[config.mk]
export PLATFORM = sky130hd
export DESIGN_NAME = charlieplex_two_digit_scan
export DESIGN_NICKNAME = d
export VERILOG_FILES = /design/src/hdl/cts_pkg.sv /design/src/hdl/charlieplex_two_digit_scan.sv
export SDC_FILE = /design/constraint.sdc
export NUM_CORES = 1
export LEC_CHECK = 0
export ABC_AREA = 1
export BUFFER_PORTS_ARGS = -buffer_cell sky130_fd_sc_hd__buf_2
export CAP_MARGIN = 10
export CORE_ASPECT_RATIO = 1.75
export CORE_MARGIN = 5
export CORE_UTILIZATION = 57
export CTS_CLUSTER_SIZE = 20
export DETAILED_ROUTE_END_ITERATION = 10
export GPL_TIMING_DRIVEN = 0
export PLACE_DENSITY = 0.79
export SYNTH_ARGS = -nofsm -noshare
export SYNTH_HDL_FRONTEND = slang
export SYNTH_SLANG_ARGS = --single-unit
[constraint.sdc]
create_clock -name clk -period 6.7 [get_ports clk]
set_input_delay 0.335 -clock clk [delete_from_list [all_inputs] [get_ports clk]]
set_output_delay 0.335 -clock clk [all_outputs]
set_load 0.1 [all_outputs]
[src/hdl/cts_pkg.sv]
`timescale 1ns / 1ps
// ----------------------------------------------------------------------------
// cts_pkg
// Shared widths and scan phase codes for the two-digit charlieplex scanner.
// ----------------------------------------------------------------------------
package cts_pkg;

  localparam int VALUE_W = 8;
  localparam int PIN_W   = 5;
  localparam int PHASE_W = 3;

  // Largest value the display can show
  localparam logic [VALUE_W-1:0] VALUE_MAX = 8'd99;

  // Scan phase codes: idle, then one per common pin
  localparam logic [PHASE_W-1:0] PH_IDLE = 3'd0;
  localparam logic [PHASE_W-1:0] PH_1    = 3'd1;
  localparam logic [PHASE_W-1:0] PH_2    = 3'd2;
  localparam logic [PHASE_W-1:0] PH_3    = 3'd3;
  localparam logic [PHASE_W-1:0] PH_4    = 3'd4;
  localparam logic [PHASE_W-1:0] PH_5    = 3'd5;

  typedef logic [PIN_W-1:0] pins_t;

endpackage

[src/hdl/charlieplex_two_digit_scan.sv]
`timescale 1ns / 1ps
// ----------------------------------------------------------------------------
// charlieplex_two_digit_scan
// Scanner for a five-pin, two-digit charlieplexed seven-segment display.
// ----------------------------------------------------------------------------
// Usage:
//   Input channel (in_valid / in_ready / in_shown_value): one transfer per
//   scan tick, carrying the number to show. Values above 99 show as 99.
//   Result channel (out_valid / out_ready / out_*): one transfer per tick,
//   giving the pin drive enables, the pin levels and the scan phase (1..5).
//   Exactly one common pin is driven low per phase; lit segment pins are
//   driven high; all other pins are undriven and report level 0.
//   Path: a tick taken on the input channel passes the input register, then
//   the result register, before it is presented on the result channel.
//   Throughput: one tick per cycle unless stalled; the only feedback is the
//   3-bit phase counter, updated as a tick moves into the result register.
//   Reset: synchronous, active low; both stages empty and the phase counter
//   cleared so the first tick shows phase 1.
//   Stall: while out_ready is low the result holds; the input register still
//   takes one tick, after which in_ready drops until the result moves on.
// ----------------------------------------------------------------------------
module charlieplex_two_digit_scan (
  input  logic                         clk,
  input  logic                         rst_n,
  input  logic                         in_valid,
  output logic                         in_ready,
  input  logic [cts_pkg::VALUE_W-1:0]  in_shown_value,
  output logic                         out_valid,
  input  logic                         out_ready,
  output logic [cts_pkg::PIN_W-1:0]    out_pin_drive_enable,
  output logic [cts_pkg::PIN_W-1:0]    out_pin_level,
  output logic [cts_pkg::PHASE_W-1:0]  out_scan_phase
);

  // Common-cathode segment pattern, bit 0 = A .. bit 6 = G
  function automatic logic [6:0] seg_of(input logic [3:0] digit);
    logic [6:0] segs;
    case (digit)
      4'd0:    segs = 7'h3F;
      4'd1:    segs = 7'h06;
      4'd2:    segs = 7'h5B;
      4'd3:    segs = 7'h4F;
      4'd4:    segs = 7'h66;
      4'd5:    segs = 7'h6D;
      4'd6:    segs = 7'h7D;
      4'd7:    segs = 7'h07;
      4'd8:    segs = 7'h7F;
      4'd9:    segs = 7'h6F;
      default: segs = 7'h00;
    endcase
    return segs;
  endfunction

  logic                          s1_valid_r;
  logic [cts_pkg::VALUE_W-1:0]   s1_value_r;
  logic [cts_pkg::PHASE_W-1:0]   phase_r;
  logic                          out_valid_r;
  cts_pkg::pins_t                drv_r;
  cts_pkg::pins_t                lvl_r;
  logic [cts_pkg::PHASE_W-1:0]   phase_out_r;

  logic                          out_free;
  logic                          advance;
  logic [6:0]                    val_sat;
  logic [14:0]                   tens_prod;
  logic [3:0]                    tens;
  logic [3:0]                    units;
  logic [6:0]                    units_wide;
  logic [6:0]                    t_seg;
  logic [6:0]                    u_seg;
  logic [cts_pkg::PHASE_W-1:0]   phase_nxt;
  cts_pkg::pins_t                common;
  cts_pkg::pins_t                lit;

  // Handshake: result register frees up when empty or being taken
  assign out_free = !out_valid_r || out_ready;
  assign advance  = s1_valid_r && out_free;
  assign in_ready = !s1_valid_r || advance;

  // Saturate and split into tens and units (x*205 >> 11 is x/10 below 1029)
  always_comb begin
    val_sat    = (s1_value_r > cts_pkg::VALUE_MAX) ? cts_pkg::VALUE_MAX[6:0]
                                                   : s1_value_r[6:0];
    tens_prod  = 15'(val_sat) * 15'd205;
    tens       = tens_prod[14:11];
    units_wide = val_sat - 7'(tens) * 7'd10;
    units      = units_wide[3:0];
    t_seg      = seg_of(tens);
    u_seg      = seg_of(units);
  end

  // Next phase wraps from 5 (or any stray value) back to 1
  assign phase_nxt = (phase_r >= cts_pkg::PH_5) ? cts_pkg::PH_1
                                                : phase_r + cts_pkg::PH_1;

  // Charlieplex map: one common pin low, lit segment pins high
  always_comb begin
    common = '0;
    lit    = '0;
    case (phase_nxt)
      cts_pkg::PH_1: begin
        common = 5'b00001;
        lit    = {1'b0, u_seg[4], u_seg[0], t_seg[4], 1'b0};
      end
      cts_pkg::PH_2: begin
        common = 5'b00010;
        lit    = {1'b0, u_seg[5], u_seg[1], 1'b0, t_seg[0]};
      end
      cts_pkg::PH_3: begin
        common = 5'b00100;
        lit    = {1'b0, u_seg[6], 1'b0, t_seg[5], t_seg[1]};
      end
      cts_pkg::PH_4: begin
        common = 5'b01000;
        lit    = {1'b0, 1'b0, u_seg[2], t_seg[6], t_seg[2]};
      end
      default: begin
        common = 5'b10000;
        lit    = {1'b0, 1'b0, u_seg[3], 1'b0, t_seg[3]};
      end
    endcase
  end

  // Control registers: stage valids and phase counter
  always_ff @(posedge clk) begin
    if (!rst_n) begin
      s1_valid_r  <= 1'b0;
      out_valid_r <= 1'b0;
      phase_r     <= cts_pkg::PH_IDLE;
    end else begin
      if (in_ready) begin
        s1_valid_r <= in_valid;
      end
      if (out_free) begin
        out_valid_r <= s1_valid_r;
      end
      if (advance) begin
        phase_r <= phase_nxt;
      end
    end
  end

  // Payload registers: capture on transfer or advance
  always_ff @(posedge clk) begin
    if (in_valid && in_ready) begin
      s1_value_r <= in_shown_value;
    end
    if (advance) begin
      drv_r       <= common | lit;
      lvl_r       <= lit;
      phase_out_r <= phase_nxt;
    end
  end

  assign out_valid            = out_valid_r;
  assign out_pin_drive_enable = drv_r;
  assign out_pin_level        = lvl_r;
  assign out_scan_phase       = phase_out_r;

endmodule

Word-level counts from Yosys, hierarchy flattened
Memory sizes are Yosys's and may differ from the RTL's.
Cells that the tools add are included.
{ "word_totals": {"regBits": 26, "romBits": 224, "in_bits": 12, "out_inout_bits": 15, "word_cells": 30, "mem_count": 2} }
{ "mem_list": {"columns": ["name", "words", "width", "rd", "rd_ports_with_merged_regs", "write_ports", "line_no", "source"], "rows": [
  ["(name not given)", 16, 7, 1, 0, 0, "charlieplex_two_digit_scan.sv:38", "case (digit)"],
  ["(name not given)", 16, 7, 1, 0, 0, "charlieplex_two_digit_scan.sv:38", null]
]} }
{ "op_classes": {"n_addsub": 2, "n_mul": 2, "n_lt_le_gt_ge": 2, "n_eq_ne": 4, "mux": 4, "bitwise": 1, "reduce_logical": 6} }
{ "ops": {"columns": ["op", "n"], "rows": [
  ["$pmux 5 s4", 1],
  ["$pmux 4 s4", 1],
  ["$mul 7x8->15 const B", 1],
  ["$gt 8x7->1 const B", 1],
  ["$mux 7", 1],
  ["$eq 3x2->1 const B", 2],
  ["$or 5x5->5", 1],
  ["$mul 4x3->3 const B", 1],
  ["$sub 4x4->4", 1],
  ["$add 3x1->3 const B", 1],
  ["$eq 3x1->1 const B", 1],
  ["$eq 3x3->1 const B", 1],
  ["$ge 3x3->1 const B", 1],
  ["$mux 3", 1],
  ["$logic_and 1x1->1", 2],
  ["$logic_not 1->1", 2],
  ["$logic_or 1x1->1", 2]
]} }

Logic depth before layout (Yosys ltp)
Gate-level depths: netlist of run 1.
An unclocked memory read counts as a cell.
{ "logic_depth": {"word_depth": 8, "depth_mapped": 36, "depth_no_buf": 36} }

Worst setup path before layout of run 1
Ideal clock, no wire load.
{ "synth_path": {"path_kind": "reg-to-reg", "startpoint": "register s1_value_r[2] (netlist name)", "endpoint": "register drv_r[2], in the netlist out_pin_drive_enable[2], data pin", "setup_time_ns": 0.253, "arrival_ns": 4.635, "t_required_ns": 6.447, "setup_slack_ns": 1.812, "stages_incl_launch_ff": 31, "n_path_buf": 0, "synth_period_minus_slack_ns": 4.888, "path_cell_list": "edfxtp_1 -> nor2_1 -> nand2_1 -> nand2_2 -> nand2_4 -> or2_2 -> ha_1 -> ha_1 -> fa_1 -> inv_1 -> fa_1 -> inv_1 -> ha_1 -> nand2_1 -> nor3_1 -> nand4_2 -> nand2_2 -> nand2_2 -> nand2_4 -> o21ai_0 -> nand2_1 -> inv_1 -> ha_1 -> inv_1 -> nor2_1 -> nor2_1 -> nand3_1 -> a21oi_1 -> nand2_1 -> nand2_1 -> nand2_1"} }
{ "synth_between": {"elab_chain_cells": 8} }
{ "synth_lines": {"columns": ["item", "line_no", "source"], "rows": [
  ["start: declaration", "charlieplex_two_digit_scan.sv:55", "logic [cts_pkg::VALUE_W-1:0] s1_value_r;"],
  ["start signal: assignment", "charlieplex_two_digit_scan.sv:146", "s1_value_r <= in_shown_value;"],
  ["$gt 8x7->1", "charlieplex_two_digit_scan.sv:82", "val_sat = (s1_value_r > cts_pkg::VALUE_MAX) ? cts_pkg::VALUE_MAX[6:0]"],
  ["$mux 7 (*)", "charlieplex_two_digit_scan.sv:82", null],
  ["$mul 7x8->15", "charlieplex_two_digit_scan.sv:84", "tens_prod = 15'(val_sat) * 15'd205;"],
  ["$mul 4x3->3", "charlieplex_two_digit_scan.sv:86", "units_wide = val_sat - 7'(tens) * 7'd10;"],
  ["$sub 4x4->4 (*)", "charlieplex_two_digit_scan.sv:86", null],
  ["$mem_v2 16x7 (*)", null, null],
  ["$pmux 4 s4 (*)", "charlieplex_two_digit_scan.sv:100", "case (phase_nxt)"],
  ["$or 5x5->5 (*)", "charlieplex_two_digit_scan.sv:149", "drv_r <= common | lit;"],
  ["end signal: assignment", "charlieplex_two_digit_scan.sv:149", null],
  ["end: declaration", "charlieplex_two_digit_scan.sv:58", "cts_pkg::pins_t drv_r;"]
]} }
Mark *: on every way between the ends. The rest lies on a longest branch, timed or not.
A chain may end at the register's enable or synchronous reset.

Worst setup path in the final report of run 1
{ "layout_path": {"startpoint": "register s1_value_r[2] (netlist name)", "endpoint": "register drv_r[3], in the netlist out_pin_drive_enable[3], data pin"} }
Same word-level chain as after synthesis.

==> flow_metrics.py, run 1 <==
metrics = {
    "cts": {
        "ctsResizeCount": 0,
        "cts_tree": "done",
        "ctsHoldBuffers": 0,
        "cts_setup_buffers": 0,
        "clkSinkCount": 25,
        "clk_latency_ns": 0.28,
        "clockBufferDepth": 2,
        "htree_levels": 1,
        "root_buffer": "clkbuf_8",
        "cts_inserted_buffers": 3,
        "clkTransAtPathRegs_ns": 0.09,
    },
    "routing": {
        "wl_met1_mm": 1.91,
        "topRoutingLayerUsed": "met4",
        "drc": 0,
        "wl_met3_um": 106,
        "via_count": 2185,
        "viasPerCell": 5.48,
        "ant_nets": 0,
        "wl_mm": 5.63,
        "dr.pass1.iters": 4,
        "wl_met2_mm": 3.41,
        "drt_iter0_drc": 72,
        "avgRoutedWirePerCell_um": 14.1,
    },
    "timing": {
        "finalCritPeriodShare": 0.838,
        "rsz0062_at_grt": "false",
        "holdWs_ns": 0.221,
        "period_minus_slack_ns": 5.62,
        "setup_violations": 0,
        "drv_slew": 0,
        "fmax_ghz": 0.178,
        "tns_ns": 0,
        "hold_viol": 0,
        "finClkSkew_ns": 0.00777,
        "slew_headroom": 0.507,
        "tightestPinTransition_ns": 0.734,
    },
    "cells_and_area": {
        "multiInputGateArea_um2": 1700,
        "drive_gt1_frac": 0.205,
        "nFillCells": 418,
        "final_nets": 414,
        "instances_no_fill": 399,
        "ff_latch_area_um2": 701,
        "syn_to_final_growth_pct": 9.18,
        "final_core_util": 0.634,
        "n_antenna_cell": 0,
    },
    "critical_path": {
        "cp.required_ns": 6.73,
        "worstPathMaxFanout": 8,
        "crit_arrival_ns": 5.65,
        "path_class": "reg2reg",
        "critPathMaxStageDelay_ns": 0.49,
        "cp-end-kind": "register",
        "start_kind": "register",
        "crit_top_cell": "nand2_1",
        "slowest_stage": "fa_1",
    },
    "power": {
        "p_switching_uw": 542,
        "ir_drop_uv": 288,
        "p_seq_frac": 0.202,
        "power_frac_clock": 0.091,
        "p_leak_uw": 0.00156,
        "p_int_uw": 464,
        "power_density_nw_per_um2": 343,
        "switching_share": 0.539,
        "p_comb_frac": 0.707,
    },
    "synthesis": {
        "syn-num-nets": 383,
        "synthSimpleGateAreaFrac": 0.256,
        "synth_top_family_by_area": "adder cells",
        "yosys-top-cells-count": "inv_1 (61), nand2_1 (48), ha_1 (46)",
        "synth_seq_cells": 25,
        "synth_ff_type": "edfxtp_1",
        "postSynthCellCount": 317,
        "synth_top_area_cell": "edfxtp_1",
        "synth_edf_count": 20,
        "synthDominantCellAreaShare": 0.224,
        "syn_avg_cell_area_um2": 8.47,
        "yosysMostFrequentCell": "inv_1",
        "yosys_warnings": 0,
        "async_reset_ff_frac": 0,
        "synth_compound_area_frac": 0.0862,
        "synthesis.area_um2": 2680,
        "synth_mux_area_frac": 0,
        "ys_seq_area_frac": 0.261,
        "synth_adder_area_share": 0.274,
        "ys_types": 41,
        "synthTopCellsByArea": "edfxtp_1 (22%), ha_1 (21%), inv_1 (8.5%), nand2_1 (6.7%), fa_1 (6.0%)",
        "yosys.area_share.xor_xnor": 0.0159,
    },
    "floorplan": {
        "die_area_um2": 6230,
        "io_pins": 27,
        "floorplan.core_area_um2": 4620,
        "die_h_um": 101,
        "rows": 33,
        "die_w_um": 61.9,
        "initial_core_util": 0.580,
    },
    "grt": {
        "grtUsageTotal": 0.210,
        "grt_pass1_wl_mm": 9.82,
        "grt_pass1_vias": 2333,
        "grt_overflow": 0,
        "grt_start_max_net_pins": 16,
        "grt_antenna_before_repair": 0,
    },
    "placed_design": {
        "dpl.cell_count": 395,
        "hpwl_mm": 4.83,
        "port_buffers": 25,
        "gp_congestion": 0.880,
    },
    "run_status": {
        "status": "completed",
    },
    "job": {
        "max-cap-violations": 0,
    },
    "worst_hold_path": {
        "worst_hold_path_type": "in2reg",
    },
}
-- worst paths after layout --
path	from	to	slack, ns	depth (start not counted)
hold reg to reg	s1_valid_r	out_valid	0.48	2
setup / recovery	s1_value_r[2]	out_pin_drive_enable[3]	1.08	31
setup reg to reg	s1_value_r[2]	out_pin_drive_enable[3]	1.08	31
hold / removal	in_shown_value[4]	s1_value_r[4]	0.22	1
-- cell type report --
type	instances	area share
flip-flops and latches	25	0.239
multi-input cells	221	0.580
inverters	69	0.0914
plain buffers	2	0.00512
repair buffers	26	0.0453
clock buffers	3	0.0141
clock inverters	1	0.00256
well taps	52	0.0222
-- cell usage in the layout (no fill, tap or decap), types with 2 or more instances in the layout --
cell type  instances
a21oi_1           16
a21oi_2            2
buf_2             25
buf_4              3
clkbuf_8           3
dfxtp_1            5
edfxtp_1          20
fa_1               8
ha_1              46
inv_1             61
inv_2              4
nand2_1           48
nand2_2            7
nand2_4            6
nand3_1           21
nand3_2            5
nand3_4            3
nand4_1            4
nor2_1            18
nor3_1             4
nor3_2             2
o21ai_0           12
o21ai_1            2
xnor2_1            2
-- flip-flops by register name, summed over array words and instances (netlist names) --
| signal | count |
|---|---|
| s1_value_r | 8 |
| out_pin_drive_enable | 5 |
| out_pin_level | 4 |
| out_scan_phase | 3 |
| phase_r | 3 |
| out_valid | 1 |
| s1_valid_r | 1 |
-- power by group through the flow --
stage               Combinational, µW  Clock [µW]  Sequential (µW)
floorplan                         483           0              296
global placement                  684           0              207
detailed placement                703           0              207
CTS                               710        92.5              203
global route                      798        98.2              205
finish                            711        91.7              203
-- routing by layer --
layer  vias to the layer above  track usage
met4                         0        0.101
met1                      1029        0.200
met3                        19       0.0115
met5                         -            0
li1                       1094            -
met2                        43        0.418
-- cells by family (layout without fill, tap and decap cells) --
group | count (synthesis) | count (layout)
buf+inv | 71 | 101
simple gates | 122 | 122
flops | 25 | 25
other cells | 1 | 1
compound gates | 40 | 40
fa+ha+maj | 54 | 54
xor+xnor | 4 | 4
-- critical path, delay by kind of cell, from the launching register on --
family	cells	cell delay, ns
AO/OA/AOI/OAI	1	0.09
buffers and inverters	4	0.41
adder cells (fa/ha/maj)	6	2.26
AND/OR/NAND/NOR	20	2.17
flip-flops	1	0.41
-- per-stage QoR --
stage / area, µm² / power [µW] / setup WS [ns]
2_1_floorplan: 2680 / 780 / 1.81
3_3_place_gp: 2870 / 891 / 1.26
3_5_place_dp: 2880 / 910 / 1.13
4_1_cts: 2930 / 1010 / 1.10
5_1_grt: 2930 / 1100 / 0.544
6_report: 2930 / 1010 / 1.08
Power figures use the tool's default switching activity.
==> run 2, diff against run 1 <==
--- a/config.mk
+++ b/config.mk
@@ -5,12 +5,12 @@
 export SDC_FILE = /design/constraint.sdc
 export NUM_CORES = 1
 export LEC_CHECK = 0
-export ABC_AREA = 1
+export ABC_AREA = 0
 export BUFFER_PORTS_ARGS = -buffer_cell sky130_fd_sc_hd__buf_2
 export CAP_MARGIN = 10
 export CORE_ASPECT_RATIO = 1.75
 export CORE_MARGIN = 5
-export CORE_UTILIZATION = 57
+export CORE_UTILIZATION = 54
 export CTS_CLUSTER_SIZE = 20
 export DETAILED_ROUTE_END_ITERATION = 10
 export GPL_TIMING_DRIVEN = 0
==> constraint.sdc (replaced) <==
create_clock -name clk -period 4.75 [get_ports clk]
set_input_delay 0.2375 -clock clk [delete_from_list [all_inputs] [get_ports clk]]
set_output_delay 0.2375 -clock clk [all_outputs]
set_load 0.1 [all_outputs]
==> run 2 against run 1 <==
The run now ends with negative setup slack left. Global-route usage fell by 1.1 points. Critical path depth fell by 8. Sequential cell count did not move. Largest cell class unchanged. Highest routed layer unchanged.
==> flow_metrics.py, run 2 <==
metrics = {
    "timing": {
        "setup_violations": 8,
        "drv_slew": 0,
        "finClkSkew_ns": 0.0118,
        "worst_slack_ns": -0.873,
        "tightestPinTransition_ns": 0.601,
        "slew_headroom": 0.595,
        "period_minus_slack_ns": 5.62,
        "tns_ns": -5.27,
        "hold_viol": 0,
        "rsz0062_at_grt": "true",
        "finalCritPeriodShare": 1.18,
        "fmax_ghz": 0.178,
        "holdWs_ns": 0.146,
    },
    "synthesis": {
        "synth_ff_type": "edfxtp_1",
        "syn_avg_cell_area_um2": 9.98,
        "syn-num-nets": 319,
        "synthDominantCellAreaShare": 0.238,
        "yosysMostFrequentCell": "ha_1",
        "synthesis.area_um2": 2520,
        "synth_edf_count": 20,
        "postSynthCellCount": 253,
        "synth_top_area_cell": "edfxtp_1",
        "synth_seq_cells": 25,
        "ys_types": 61,
        "yosys-top-cells-count": "ha_1 (46), inv_1 (32), edfxtp_1 (20)",
        "yosys_warnings": 0,
        "async_reset_ff_frac": 0,
        "ys_seq_area_frac": 0.278,
        "synthTopCellsByArea": "edfxtp_1 (24%), ha_1 (23%), fa_1 (6.3%), inv_1 (4.8%), dfxtp_1 (4.0%)",
    },
    "grt": {
        "grt_pass1_vias": 2167,
        "grt_overflow": 0,
        "grt_antenna_before_repair": 0,
        "grt_start_max_net_pins": 16,
        "grtUsageTotal": 0.200,
        "grt_pass1_wl_mm": 9.47,
    },
    "run_status": {
        "violations": "negative setup slack",
        "status": "finished, violations left",
    },
    "cells_and_area": {
        "largest_reg_flops": 8,
        "n_antenna_cell": 0,
        "final_core_util": 0.711,
        "final_nets": 373,
        "ff_latch_area_um2": 701,
        "top_register": "s1_value_r",
        "syn_to_final_growth_pct": 30.2,
        "multiInputGateArea_um2": 2010,
        "drive_gt1_frac": 0.405,
        "nFillCells": 334,
        "final_cell_mix": "ha_1 (36), inv_1 (25), buf_2 (25)",
        "final_common_cell": "ha_1",
    },
    "critical_path": {
        "start_kind": "register",
        "cp_num_buf_inv": 3,
        "critPathMaxStageDelay_ns": 0.46,
        "crit_chain": "or3_4 > a31oi_4 > buf_4 > nand2b_4 > ha_4 > fa_1 > ha_1 > ha_1 > ha_4 > a21o_4 > a21oi_2 > o21ai_2 > o21ai_2 > xnor2_2 > inv_2 > xnor2_2 > ha_2 > a211oi_2 > xnor3_2 > buf_6 > mux2i_1 > a211o_1 > o2111ai_2",
        "cp.required_ns": 4.76,
        "slowest_stage": "fa_1",
        "cp-end-kind": "register",
        "cpLargestDelayFamily": "adder cells",
        "path_class": "reg2reg",
        "crit_arrival_ns": 5.63,
        "worstPathMaxFanout": 4,
    },
    "job": {
        "max-cap-violations": 0,
    },
    "power": {
        "p_leak_uw": 0.00149,
        "power_density_nw_per_um2": 563,
        "power.total_uw": 1850,
        "ir_drop_uv": 507,
    },
    "cts": {
        "clkSinkCount": 25,
        "clockBufferDepth": 2,
        "root_buffer": "clkbuf_8",
        "clkTransAtPathRegs_ns": 0.09,
        "clk_latency_ns": 0.27,
        "cts_tree": "done",
        "htree_levels": 1,
        "ctsHoldBuffers": 0,
        "cts_inserted_buffers": 3,
    },
    "routing": {
        "dr.pass1.iters": 4,
        "via_count": 2151,
        "wl_mm": 6.42,
        "drt_iter0_drc": 58,
        "avgRoutedWirePerCell_um": 17.9,
        "viasPerCell": 6.01,
        "drc": 0,
        "ant_nets": 0,
    },
    "floorplan": {
        "rows": 33,
        "die_h_um": 100,
        "initial_core_util": 0.546,
        "floorplan.core_area_um2": 4620,
        "die_area_um2": 6200,
        "io_pins": 27,
        "die_w_um": 61.7,
    },
    "worst_hold_path": {
        "worst_hold_path_type": "in2reg",
    },
    "placed_design": {
        "port_buffers": 25,
        "preCtsSetupSlack_ns": -1.08,
        "hpwl_mm": 4.17,
        "gp_congestion": 0.815,
    },
}
-- run 2: power by group --
group	internal (µW)	switching [µW]	total, µW
Clock	59.4	66.8	126
Sequential	287	10.6	298
Combinational	628	798	1430
-- run 2: metal layers --
layer	track usage	routed length, µm	vias to the layer above
li1	-	-	1005
met1	0.215	2350	1048
met2	0.370	3540	72
met3	0.0244	260	26
met4	0.0817	266	0
met5	0	0	-
-- run 2: worst paths after layout --
path	start	to	slack (ns)	cells after the start
worst max register to register	s1_value_r[3]	out_pin_drive_enable[3]	-0.87	23
worst min-delay path	in_shown_value[4]	s1_value_r[4]	0.15	1
worst max-delay path	s1_value_r[3]	out_pin_drive_enable[3]	-0.87	23
worst min register to register	s1_valid_r	out_valid	0.54	1
-- run 2: stage by stage --
stage	instances	instance area (µm²)
6_report	358	3290
5_1_grt	358	3290
4_1_cts	354	3130
3_5_place_dp	330	2810
3_3_place_gp	330	2810
2_1_floorplan	253	2620
-- run 2: final cells by class --
type | count | area share
Clock inverter | 1 | 0.00228
Multi-Input combinational cell | 192 | 0.612
Tap cell | 52 | 0.0198
Sequential cell | 25 | 0.213
Timing Repair Buffer | 50 | 0.0986
Clock buffer | 3 | 0.0126
Buffer | 2 | 0.00343
Inverter | 33 | 0.0377
-- run 2: worst register-to-register path: stages, from the launching register on --
cell,delay (ns)
edfxtp_1,0.42
or3_4,0.42
a31oi_4,0.18
buf_4,0.16
nand2b_4,0.08
ha_4,0.26
fa_1,0.46
ha_1,0.32
ha_1,0.36
ha_4,0.28
a21o_4,0.23
a21oi_2,0.15
o21ai_2,0.10
o21ai_2,0.21
xnor2_2,0.15
inv_2,0.09
xnor2_2,0.14
ha_2,0.19
a211oi_2,0.22
xnor3_2,0.34
buf_6,0.15
mux2i_1,0.15
a211o_1,0.19
o2111ai_2,0.12
-- run 2: repair_timing --
| item | 4_1_cts | 5_1_grt |
|---|---|---|
| buffers inserted | 21 | 5 |
| endpoints found under the hold margin | 0 | 0 |
| setup endpoints to repair | 8 | 8 |
| pin swaps | 26 | 29 |
| gates resized for setup | 22 | 28 |
-- run 2: cell families after synthesis --
family	Yosys count	synth area share
multiplexers	4	0.0164
AO/OA/AOI/OAI	60	0.167
flip-flops	25	0.278
AND/OR/NAND/NOR	62	0.138
buffers and inverters	36	0.0550
other	1	0.00149
adder cells (fa/ha/maj)	54	0.291
XOR/XNOR	11	0.0530
==> run 3, diff against run 2 <==
--- a/config.mk
+++ b/config.mk
@@ -10,11 +10,13 @@
 export CAP_MARGIN = 10
 export CORE_ASPECT_RATIO = 1.75
 export CORE_MARGIN = 5
-export CORE_UTILIZATION = 54
+export CORE_UTILIZATION = 56
+export CTS_BUF_LIST = sky130_fd_sc_hd__clkbuf_4 sky130_fd_sc_hd__clkbuf_8
 export CTS_CLUSTER_SIZE = 20
 export DETAILED_ROUTE_END_ITERATION = 10
 export GPL_TIMING_DRIVEN = 0
-export PLACE_DENSITY = 0.79
+export PLACE_DENSITY = 0.82
+export RECOVER_POWER = 25
 export SYNTH_ARGS = -nofsm -noshare
 export SYNTH_HDL_FRONTEND = slang
 export SYNTH_SLANG_ARGS = --single-unit
==> run 3 against run 2 <==
The flow still finishes with violations (negative setup slack). Worst hold slack got worse by 0.00050 ns. Worst setup slack improved by 0.024 ns. Total power fell by 3.2%. Sequential cell count did not move. Highest routed layer unchanged. Register-to-register slack improved by 0.02 ns. Critical path depth did not move. Final cell count rose by 0.84%. Combinational power fell by 4%. Clock skew rose by 0.0055 ns. Clock power barely moved.
==> flow_metrics.py, run 3 (same netlist as run 2, synthesis figures left out) <==
metrics = {
    "run_status": {
        "status": "finished, violations left",
        "violations": "negative setup slack",
    },
    "placed_design": {
        "preCtsSetupSlack_ns": -1.06,
        "dpl-instance-area_um2": 2810,
        "hpwl_mm": 4.05,
        "port_buffers": 25,
        "gp_congestion": 0.862,
    },
    "power": {
        "power.total_uw": 1790,
        "ir_drop_uv": 460,
        "switching_share": 0.471,
        "p_leak_uw": 0.00151,
        "p_seq_frac": 0.166,
        "power_density_nw_per_um2": 540,
        "power_frac_clock": 0.072,
        "p_int_uw": 948,
        "p_comb_frac": 0.762,
        "p_switching_uw": 843,
    },
    "floorplan": {
        "floorplan.core_area_um2": 4400,
        "die_w_um": 60.8,
        "die_h_um": 98.8,
        "die_area_um2": 6000,
        "initial_core_util": 0.573,
        "rows": 32,
        "io_pins": 27,
    },
    "critical_path": {
        "cp_num_buf_inv": 3,
        "reg2reg_to": "out_pin_drive_enable[3]",
        "start_kind": "register",
        "cp.required_ns": 4.77,
        "critPathMaxStageDelay_ns": 0.51,
        "crit_chain": "or3_4 > a31oi_4 > and2_4 > ha_4 > ha_4 > fa_1 > inv_2 > fa_1 > inv_2 > ha_4 > a21o_4 > nand4_1 > o21ai_2 > o21ai_2 > xnor2_2 > inv_2 > xnor2_2 > ha_4 > a211oi_4 > xnor3_2 > and3_4 > o31ai_4 > o2111ai_2",
        "cp_num_cells": 23,
        "worstPathMaxFanout": 5,
        "r2r_cells": 23,
        "slowest_stage": "fa_1",
        "cp-end-kind": "register",
        "endpoint": "out_pin_drive_enable[3]",
        "cpLargestDelayFamily": "adder cells",
        "r2r_start": "s1_value_r[2]",
        "path_class": "reg2reg",
        "crit_top_cell": "ha_4",
        "crit_arrival_ns": 5.62,
        "r2r_slack_ns": -0.85,
        "setup.worst_path.start": "s1_value_r[2]",
    },
    "routing": {
        "via_count": 2099,
        "viasPerCell": 5.81,
        "wl_mm": 6.10,
        "avgRoutedWirePerCell_um": 16.9,
        "drt_iter0_drc": 56,
        "drc": 0,
        "ant_nets": 0,
        "dr.pass1.iters": 4,
    },
    "cts": {
        "ctsHoldBuffers": 0,
        "clkTransAtPathRegs_ns": 0.10,
        "cts_tree": "done",
        "clkSinkCount": 25,
        "cts_inserted_buffers": 3,
        "clk_latency_ns": 0.28,
        "htree_levels": 1,
        "root_buffer": "clkbuf_8",
        "clockBufferDepth": 2,
    },
    "timing": {
        "rsz0062_at_grt": "true",
        "worst_slack_ns": -0.849,
        "period_minus_slack_ns": 5.60,
        "finalCritPeriodShare": 1.18,
        "setup_violations": 8,
        "hold_viol": 0,
        "drv_slew": 0,
        "fmax_ghz": 0.179,
        "tightestPinTransition_ns": 1.17,
        "slew_headroom": 0.226,
        "finClkSkew_ns": 0.0172,
    },
    "cells_and_area": {
        "final_cell_mix": "ha_1 (35), buf_4 (25), inv_1 (23), buf_2 (23), edfxtp_1 (20)",
        "final_common_cell": "ha_1",
        "fin_area_um2": 3310,
        "drive_gt1_frac": 0.390,
        "n_antenna_cell": 0,
        "final_core_util": 0.753,
        "syn_to_final_growth_pct": 31.3,
        "largest_reg_flops": 8,
        "final_nets": 377,
        "top_register": "s1_value_r",
    },
    "grt": {
        "grt_antenna_before_repair": 0,
        "grt_overflow": 0,
        "grt_pass1_wl_mm": 10.2,
        "grt_pass1_vias": 2251,
        "grt_start_max_net_pins": 16,
        "grtUsageTotal": 0.221,
    },
    "worst_hold_path": {
        "hp-start": "in_shown_value[4]",
        "worst_hold_path_type": "in2reg",
    },
    "job": {
        "max-cap-violations": 0,
    },
}
## run 3: area by class of cell
class                           instances  area [µm²]
Buffer                                  2        11.3
Sequential cell                        25         701
Tap cell                               51        63.8
Multi-Input combinational cell        193        2020
Clock inverter                          1        7.51
Fill cell                             306        1090
Inverter                               33         124
Clock buffer                            3        41.3
Timing Repair Buffer                   53         348
## run 3: power by group through the flow
| stage | Clock (µW) | Combinational [µW] | Sequential (µW) |
|---|---|---|---|
| floorplan | 0 | 658 | 460 |
| global placement | 0 | 949 | 301 |
| detailed placement | 0 | 975 | 304 |
| CTS | 132 | 1240 | 297 |
| global route | 141 | 1480 | 299 |
| finish | 129 | 1370 | 297 |
## run 3: how the worst min path moves through the flow
stage | cells after the start | to | slack (ns)
2_1_floorplan | 0 | s1_value_r[0] | 0.34
3_3_place_gp | 1 | s1_value_r[4] | 0.41
3_5_place_dp | 1 | s1_value_r[2] | 0.42
4_1_cts | 1 | s1_value_r[4] | 0.14
5_1_grt | 1 | s1_value_r[3] | 0.13
6_report | 1 | s1_value_r[4] | 0.15
## run 3: repair_timing
item                       CTS  global route
setup endpoints to repair    8             8
buffers inserted            24             6
gates resized for setup     32            17
pin swaps                   38            33
cloned                       1             0
## run 3: layer usage
metal	track usage	share of wire	vias to the layer above
li1	-	-	1016
met1	0.240	0.37	995
met2	0.402	0.55	58
met3	0.0341	0.036	30
met4	0.0902	0.045	0
met5	0	0	-
## run 3: worst reg2reg max path: stages (launching register included)
cell and delay (ns):
edfxtp_1 0.40, or3_4 0.42, a31oi_4 0.17, and2_4 0.18, ha_4 0.20, ha_4 0.21, fa_1 0.49, inv_2 0.04
fa_1 0.51, inv_2 0.05, ha_4 0.25, a21o_4 0.11, nand4_1 0.12, o21ai_2 0.26, o21ai_2 0.13, xnor2_2 0.21
inv_2 0.08, xnor2_2 0.15, ha_4 0.18, a211oi_4 0.24, xnor3_2 0.36, and3_4 0.21, o31ai_4 0.24, o2111ai_2 0.15
## run 3: metrics by stage
step	setup TNS (ns)	cells	hold slack [ns]
3_5_place_dp	-6.26	329	0.416
3_3_place_gp	-5.56	329	0.415
4_1_cts	-4.22	357	0.142
5_1_grt	-6.51	361	0.134
6_report	-4.90	361	0.145
2_1_floorplan	-2.74	253	0.336
